`src/hdl/crt_pkg.sv`:
```
package crt_pkg;

	localparam logic [7:0] CH_QUOTE = 8'h22;
	localparam logic [7:0] CH_COMMA = 8'h2C;
	localparam logic [7:0] CH_CR    = 8'h0D;
	localparam logic [7:0] CH_LF    = 8'h0A;

	localparam logic [1:0] MODE_OUT     = 2'd0;
	localparam logic [1:0] MODE_IN      = 2'd1;
	localparam logic [1:0] MODE_PENDING = 2'd2;

	localparam logic [1:0] KIND_DATA  = 2'd0;
	localparam logic [1:0] KIND_FIELD = 2'd1;
	localparam logic [1:0] KIND_ROW   = 2'd2;

	typedef struct packed {
		logic [7:0] in_byte;
		logic       end_of_input;
	} in_beat_t;

	typedef struct packed {
		logic [1:0] token_kind;
		logic [7:0] token_byte;
	} out_beat_t;

endpackage

```
`src/hdl/csv_row_tokenizer.sv`:
```
// CSV tokenizer: takes one byte or end-of-input marker per beat and returns at most one
// token per beat (data byte, end of field, end of field and row). A beat is taken every
// cycle at full rate while the output is not stalled; each beat passes an input register
// and then a result register before its token is on the output, and a beat that makes no
// token (opening or closing quote, carriage return, end of input with no open row) gives
// no output. The quote and row state is four flops updated once per beat, which sets
// the one beat per cycle rate. in_ready drops only while the result register holds a
// token that is not taken and a beat that makes a token waits in the input register.
module csv_row_tokenizer
	import crt_pkg::*;
(
	input  logic      clk,
	input  logic      arst_n,
	input  logic      in_valid,
	output logic      in_ready,
	input  in_beat_t  in_beat,
	output logic      out_valid,
	input  logic      out_ready,
	output out_beat_t out_beat
);

	in_beat_t  beat_s1;
	logic      valid_s1;
	logic [1:0] mode_q, mode_d;
	logic      field_empty_q, field_empty_d;
	logic      row_open_q, row_open_d;
	out_beat_t out_beat_q;
	logic      out_valid_q;

	logic      emit;
	logic      unquoted;
	logic [1:0] kind;
	logic [7:0] data;
	logic      advance;
	logic [7:0] b;

	assign b = beat_s1.in_byte;

	always_comb begin
		mode_d        = mode_q;
		field_empty_d = field_empty_q;
		row_open_d    = row_open_q;
		emit          = 1'b0;
		unquoted      = 1'b0;
		kind          = KIND_DATA;
		data          = 8'd0;
		if (beat_s1.end_of_input) begin
			if (row_open_q) begin
				emit          = 1'b1;
				kind          = KIND_ROW;
				mode_d        = MODE_OUT;
				field_empty_d = 1'b1;
				row_open_d    = 1'b0;
			end
		end else begin
			row_open_d = 1'b1;
			case (mode_q)
				MODE_IN: begin
					if (b == CH_QUOTE) begin
						mode_d = MODE_PENDING;
					end else begin
						field_empty_d = 1'b0;
						emit          = 1'b1;
						data          = b;
					end
				end
				MODE_PENDING: begin
					if (b == CH_QUOTE) begin
						mode_d        = MODE_IN;
						field_empty_d = 1'b0;
						emit          = 1'b1;
						data          = CH_QUOTE;
					end else begin
						mode_d   = MODE_OUT;
						unquoted = 1'b1;
					end
				end
				default: begin
					mode_d   = MODE_OUT;
					unquoted = 1'b1;
				end
			endcase
			if (unquoted) begin
				if (b == CH_QUOTE && field_empty_q) begin
					mode_d = MODE_IN;
				end else if (b == CH_COMMA) begin
					field_empty_d = 1'b1;
					emit          = 1'b1;
					kind          = KIND_FIELD;
				end else if (b == CH_CR) begin
					emit = 1'b0;
				end else if (b == CH_LF) begin
					field_empty_d = 1'b1;
					row_open_d    = 1'b0;
					emit          = 1'b1;
					kind          = KIND_ROW;
				end else begin
					field_empty_d = 1'b0;
					emit          = 1'b1;
					data          = b;
				end
			end
		end
	end

	assign advance  = valid_s1 && (!out_valid_q || out_ready || !emit);
	assign in_ready = !valid_s1 || advance;

	always_ff @(posedge clk or negedge arst_n) begin
		if (!arst_n) begin
			valid_s1      <= 1'b0;
			mode_q        <= MODE_OUT;
			field_empty_q <= 1'b1;
			row_open_q    <= 1'b0;
			out_valid_q   <= 1'b0;
		end else begin
			if (in_ready) begin
				valid_s1 <= in_valid;
			end
			if (advance) begin
				mode_q        <= mode_d;
				field_empty_q <= field_empty_d;
				row_open_q    <= row_open_d;
			end
			if (advance && emit) begin
				out_valid_q <= 1'b1;
			end else if (out_ready) begin
				out_valid_q <= 1'b0;
			end
		end
	end

	always_ff @(posedge clk) begin
		if (in_ready && in_valid) begin
			beat_s1 <= in_beat;
		end
		if (advance && emit) begin
			out_beat_q.token_kind <= kind;
			out_beat_q.token_byte <= data;
		end
	end

	assign out_valid = out_valid_q;
	assign out_beat  = out_beat_q;

endmodule

```
`config.mk`:
```
export PLATFORM = sky130hd
export DESIGN_NAME = csv_row_tokenizer
export DESIGN_NICKNAME = d
export VERILOG_FILES = /design/src/hdl/crt_pkg.sv /design/src/hdl/csv_row_tokenizer.sv
export SDC_FILE = /design/constraint.sdc
export NUM_CORES = 1
export LEC_CHECK = 0
export ABC_CLOCK_PERIOD_IN_PS = 2360
export BUFFER_PORTS_ARGS = -buffer_cell sky130_fd_sc_hd__buf_2
export CAP_MARGIN = 20
export CORE_ASPECT_RATIO = 1.75
export CORE_UTILIZATION = 48
export CTS_CLUSTER_DIAMETER = 60
export CTS_CLUSTER_SIZE = 10
export DETAILED_ROUTE_END_ITERATION = 16
export GPL_ROUTABILITY_DRIVEN = 0
export PLACE_DENSITY = 0.74
export SETUP_SLACK_MARGIN = 0.2
export SYNTH_ARGS = -nofsm -noshare
export SYNTH_HDL_FRONTEND = slang
export SYNTH_SLANG_ARGS = --single-unit
export TNS_END_PERCENT = 20
```
`constraint.sdc`:
```
create_clock -name clk -period 2.36 [get_ports clk]
set_input_delay 0.472 -clock clk [delete_from_list [all_inputs] [get_ports clk]]
set_output_delay 0.472 -clock clk [all_outputs]
set_load 0.01 [all_outputs]
```
* Yosys cells after proc, flatten, opt, wreduce, memory -nomap -nowiden
Cells that the tools add are included.
** Cells by class
- $add $sub $neg :: 0
- Multipliers :: 0
- Divide/modulo/power cells :: 0
- Order comparisons :: 0
- Eq/ne operators :: 7
- Shift operators :: 0
- Mux-type cells :: 51
- Bitwise gates (word level) :: 0
- Reduce and logical (&&, ||, !) cells :: 12
** Operators with widths (count)
- $mux W8 :: 6
- $mux W1 :: 27
- $mux W2 :: 12
- $eq A8 B4 Y1 const B :: 2
- $eq A8 B6 Y1 const B :: 2
- $pmux W8 S2 :: 1
- $mux W6 :: 1
- $pmux W1 S2 :: 3
- $logic_and A1 B1 Y1 :: 4
- $pmux W2 S2 :: 1
- $logic_not A1 Y1 :: 3
- $logic_or A1 B1 Y1 :: 3
- $eq A2 B1 Y1 const B :: 1
- $eq A2 B2 Y1 const B :: 1
- $ne A2 B1 Y1 const B :: 1
- $reduce_and A2 Y1 :: 1
- $reduce_bool A2 Y1 :: 1
** Storage, ports and cells
- Register bits :: 25
- Bits in latches :: 0
- RAM bits :: 0
- ROM bits :: 0
- Input bits :: 13
- Output and inout bits :: 12
- Memories :: 0

* Depth between registers and ports, before layout
- Depth in word-level cells :: 11
- Gate-level depth with buffers :: 7
- Gate-level depth less buffers :: 7

* Least setup slack after synthesis
OpenSTA, ideal clock, no wires.
- Path kind :: reg-to-reg
- Start :: register beat_s1 (netlist bit b[7])
- End :: register beat_s1 (netlist bit b[0]) (enable)
- Arrival time :: 1884 ps
- Data required time :: 2023 ps
- Setup slack :: 138 ps
- Cell stages (with the launch flop) :: 6
- Buffers on the path :: 0
- Clock period less this slack :: 2222 ps
- Cells stage by stage :: edfxtp_1 -> nor4b_4 -> nand2_1 -> o211a_4 -> o211ai_1 -> and2_1
** On the way
- Longest elaborated chain between the ends :: 11
** RTL lines
- start, declared :: line csv_row_tokenizer.sv:22 : in_beat_t beat_s1;
- start signal, assigned :: line csv_row_tokenizer.sv:135 : beat_s1 <= in_beat;
- $eq A8 B6 Y1 or $eq A8 B4 Y1 (tied branches)
- $mux W1 (on tied branches) :: line csv_row_tokenizer.sv:68, csv_row_tokenizer.sv:90, csv_row_tokenizer.sv:59
- $pmux W1 S2 or $mux W1 (tied branches) :: line csv_row_tokenizer.sv:57, csv_row_tokenizer.sv:86
- $mux W1 (on tied branches) :: line csv_row_tokenizer.sv:84, csv_row_tokenizer.sv:47
- $mux W1 * :: line csv_row_tokenizer.sv:83 : if (unquoted) begin
- $mux W1 * :: line csv_row_tokenizer.sv:47 : if (beat_s1.end_of_input) begin
- $logic_not A1 Y1 * :: line csv_row_tokenizer.sv:106 : assign advance = valid_s1 && (!out_valid_q || out_ready || !emit);
- $logic_or A1 B1 Y1 * :: line csv_row_tokenizer.sv:106
- $logic_and A1 B1 Y1 * :: line csv_row_tokenizer.sv:106
- $logic_or A1 B1 Y1 * :: line csv_row_tokenizer.sv:107 : assign in_ready = !valid_s1 || advance;
- via in_ready :: line csv_row_tokenizer.sv:15 : output logic in_ready,
- $logic_and A1 B1 Y1 * :: line csv_row_tokenizer.sv:134 : if (in_ready && in_valid) begin
Mark *: on every way through the listed nets, which the timed path passes. The rest lies on a longest branch. The select of a mux whose other input is x is not followed.
A chain may end at the register's enable or synchronous reset.

* Final worst setup path
- Start :: register beat_s1 (netlist bit b[2])
- End :: output port in_ready
** On the way
- Longest elaborated chain between the ends :: 10
** RTL lines (line)
- $eq A8 B6 Y1 or $eq A8 B4 Y1 (tied branches)
- $mux W1 (on tied branches) :: csv_row_tokenizer.sv:68, csv_row_tokenizer.sv:90, csv_row_tokenizer.sv:59
- $pmux W1 S2 or $mux W1 (tied branches) :: csv_row_tokenizer.sv:57, csv_row_tokenizer.sv:86
- $mux W1 (on tied branches) :: csv_row_tokenizer.sv:84, csv_row_tokenizer.sv:47
- $mux W1 * :: csv_row_tokenizer.sv:83
- $mux W1 * :: csv_row_tokenizer.sv:47
- $logic_not A1 Y1 * :: csv_row_tokenizer.sv:106
- $logic_or A1 B1 Y1 * :: csv_row_tokenizer.sv:106
- $logic_and A1 B1 Y1 * :: csv_row_tokenizer.sv:106
- $logic_or A1 B1 Y1 * :: csv_row_tokenizer.sv:107
- end, declared :: csv_row_tokenizer.sv:15
Every way passes the cells marked *; elsewhere a longest branch is shown, timed or not. The select of a mux whose other input is x is not followed.

==> impl_metrics.toml <==
[outcome]
outcome = "complete, but fails checks"
failed_checks = "negative setup slack"

[route]
drc = 0
ant_nets = 0
routed_via_density = 6.05
routed-via-count = 1155
wl_per_cell_um = 17.3
drt-total-wl_mm = 3.30
drt_first_pass_iters = 4
drtIter0Drc = 49

[timing]
setup_viol = 1
rsz0062_at_grt = "yes"
worstMarginPinSlew_ns = 0.494
hold_ws_ns = 0.365
fmax_mhz = 413
period_minus_slack_ns = 2.42
fin_ws_ns = -0.0618
slew_viol_final = 0
fin_crit_sh_pct = 103
relSlewSlack_pct = 66.7
hold_violations = 0
fin_worst_skew_ns = 0.00830

[yosys]
yosysUniqueCellTypes = 34
ys_seq_area_share_pct = 55.4
synthCells = 111
synthArstFlopShare_pct = 24.0
ys.flop_type = "edfxtp_1"
synth_edf_count = 19
synthesis.nets = 126
yosysTopAreaCell = "edfxtp_1"
synth_area_leaders = "edfxtp_1 44%, dfrtp_1 9.6%, nand2_1 3.7%"
ys.warnings.count = 0
synth-seq-cells = 25
avgSynthCellArea_um2 = 11.7
synth.most_common_cell = "edfxtp_1"
yosys.area.top_type_share_pct = 43.8
synthesis.area_um2 = 1300
ys_top_cells_by_count = "19 x edfxtp_1, 13 x nand2_1, 6 x nand3_1"

[critical_path]
reg2reg_depth = 6
critical_path_class = "reg2out"
worstPathMaxFanout = 8
r2r-start = "b[6]$_DFFE_PP_"
crit_required_ns = 1.89
arrival_ns = 1.95
crit_start = "b[2]$_DFFE_PP_"
end_kind = "output port"
crit_path_start_kind = "flop"

[global_route]
grt-ovfl-total = 0
groute.usage.overall_pct = 27.0
antenna_found_initial = 0
first_global_vias = 1244
grt_max_degree = 15
grt_pass1_wl_mm = 5.40

[clock_network]
clk_latency_ns = 0.28
cts_buffers = 3
clock-sinks = 25
clk_pin_slew_ns = 0.09
cts.path.max_buffers = 2
cts_tree = "built"
clockRootBuffer = "clkbuf_8"
htreeDepth = 1

[min_path]
min_from = "in_beat[3]"
hold_path.class = "in2reg"
worstHoldPathCells = 1

[die]
coreArea_um2 = 2520
ios = 25
die_w_um = 41.4
die_h_um = 70.9
initial_utilization_pct = 51.6
row_count = 24
dieArea_um2 = 2930

[place]
dp_slack_ns = 0.0337
dp_hpwl_mm = 2.29
io_buffers = 24

[cells_and_area]
syn_to_final_growth_pct = 35.2
final_util_pct = 69.8
insertedDiodeCount = 0
num-fill-cells = 192
drive_above_1_share_pct = 41.2
nets = 181

[pwr]
leakage_uw = 0.000719
irDropWorstVdd_mv = 0.477
pwr_density_cell_nw_per_um2 = 609

[job]
cap_violations = 0
==> cells by family (layout without fill, tap and decap cells) <==
family / after synthesis / after routing / share of synthesized area [%]
AOI/OAI and AO/OA: 31 / 31 / 18.5
buffers and inverters: 6 / 59 / 1.73
adders and majority gates: 2 / 2 / 1.92
and+or+nand+nor: 47 / 48 / 22.4
DFF: 25 / 25 / 55.4
==> stage by stage <==
step	std cells	TNS [ns]	power (µW)	instance area (µm²)
2_1_floorplan	111	0	684	1300
3_3_place_gp	172	0	761	1540
3_5_place_dp	172	0	772	1540
4_1_cts	189	-0.0430	1060	1730
5_1_grt	191	-0.155	1120	1760
6_report	191	-0.0618	1070	1760
==> worst max-delay path, stage by stage (launching register included) <==
cell,delay [ns]
edfxtp_1,0.46
nor4b_4,0.32
nand2_1,0.14
o211a_4,0.25
buf_6,0.13
o211ai_1,0.21
buf_2,0.17
==> layer usage <==
layer	wire, µm	track usage [%]	up-vias
met5	0	0	-
met2	1880	46.2	68
met3	179	6.90	19
met1	1090	26.4	535
met4	145	15.4	0
li1	-	-	533
==> state kept, by name, indices dropped and copies added (netlist names) <==
| register | cells |
|---|---|
| b | 8 |
| beat_s1 | 1 |
| field_empty_q | 1 |
| mode_q | 2 |
| out_beat | 10 |
| out_valid | 1 |
| row_open_q | 1 |
| valid_s1 | 1 |
==> path summary, 6_finish.rpt <==
check                                                  to  slack [ns]
worst max-delay path                             in_ready       -0.06
min in group asynchronous          row_open_q$_DFFE_PN0P_        0.55
worst max register to register  out_beat[7]$_SDFFCE_PP0P_        0.10
worst min-delay path                       b[2]$_DFFE_PP_        0.37
worst min register to register      out_valid$_DFFE_PN0P_        0.58
max in group asynchronous       field_empty_q$_DFFE_PN1P_        1.59
==> layout make-up <==
| class | count | area [µm²] | area share [%] |
|---|---|---|---|
| sequential | 25 | 722 | 41.0 |
| multi-input combinational | 81 | 604 | 34.3 |
| clock buffer | 3 | 41.3 | 2.35 |
| tap | 26 | 32.5 | 1.85 |
| timing repair buffer | 50 | 337 | 19.1 |
| inverter | 5 | 18.8 | 1.07 |
| clock inverter | 1 | 5.00 | 0.284 |
==> report_power, final <==
part / switching [µW] / internal [µW]
sequential: 34.2 / 538
clock: 148 / 119
combinational: 121 / 113
==> repair_timing <==
action	CTS	global route
hold buffers	0	1
hold endpoints to repair	0	3
endpoints found under the setup margin	22	25
setup buffers	12	1
pin swaps	7	5
cloned	1	0
resized for setup	12	3
==> cell usage in the layout, fill, tap and decap left out, types with 3 or more instances in the layout <==
cell type,synthesis,layout
buf_6,0,5
buf_2,0,24
nand2_1,13,12
a21oi_1,5,4
buf_4,0,20
dfrtp_1,5,5
nand3_1,6,6
nor3b_1,3,3
o31ai_1,3,3
nor2_1,5,4
o211ai_1,3,3
nand2b_1,4,4
clkbuf_8,0,3
nor2b_1,5,5
inv_1,5,5
edfxtp_1,19,19
o21ai_0,4,4
Note: power is estimated with default switching activity, not from simulation.
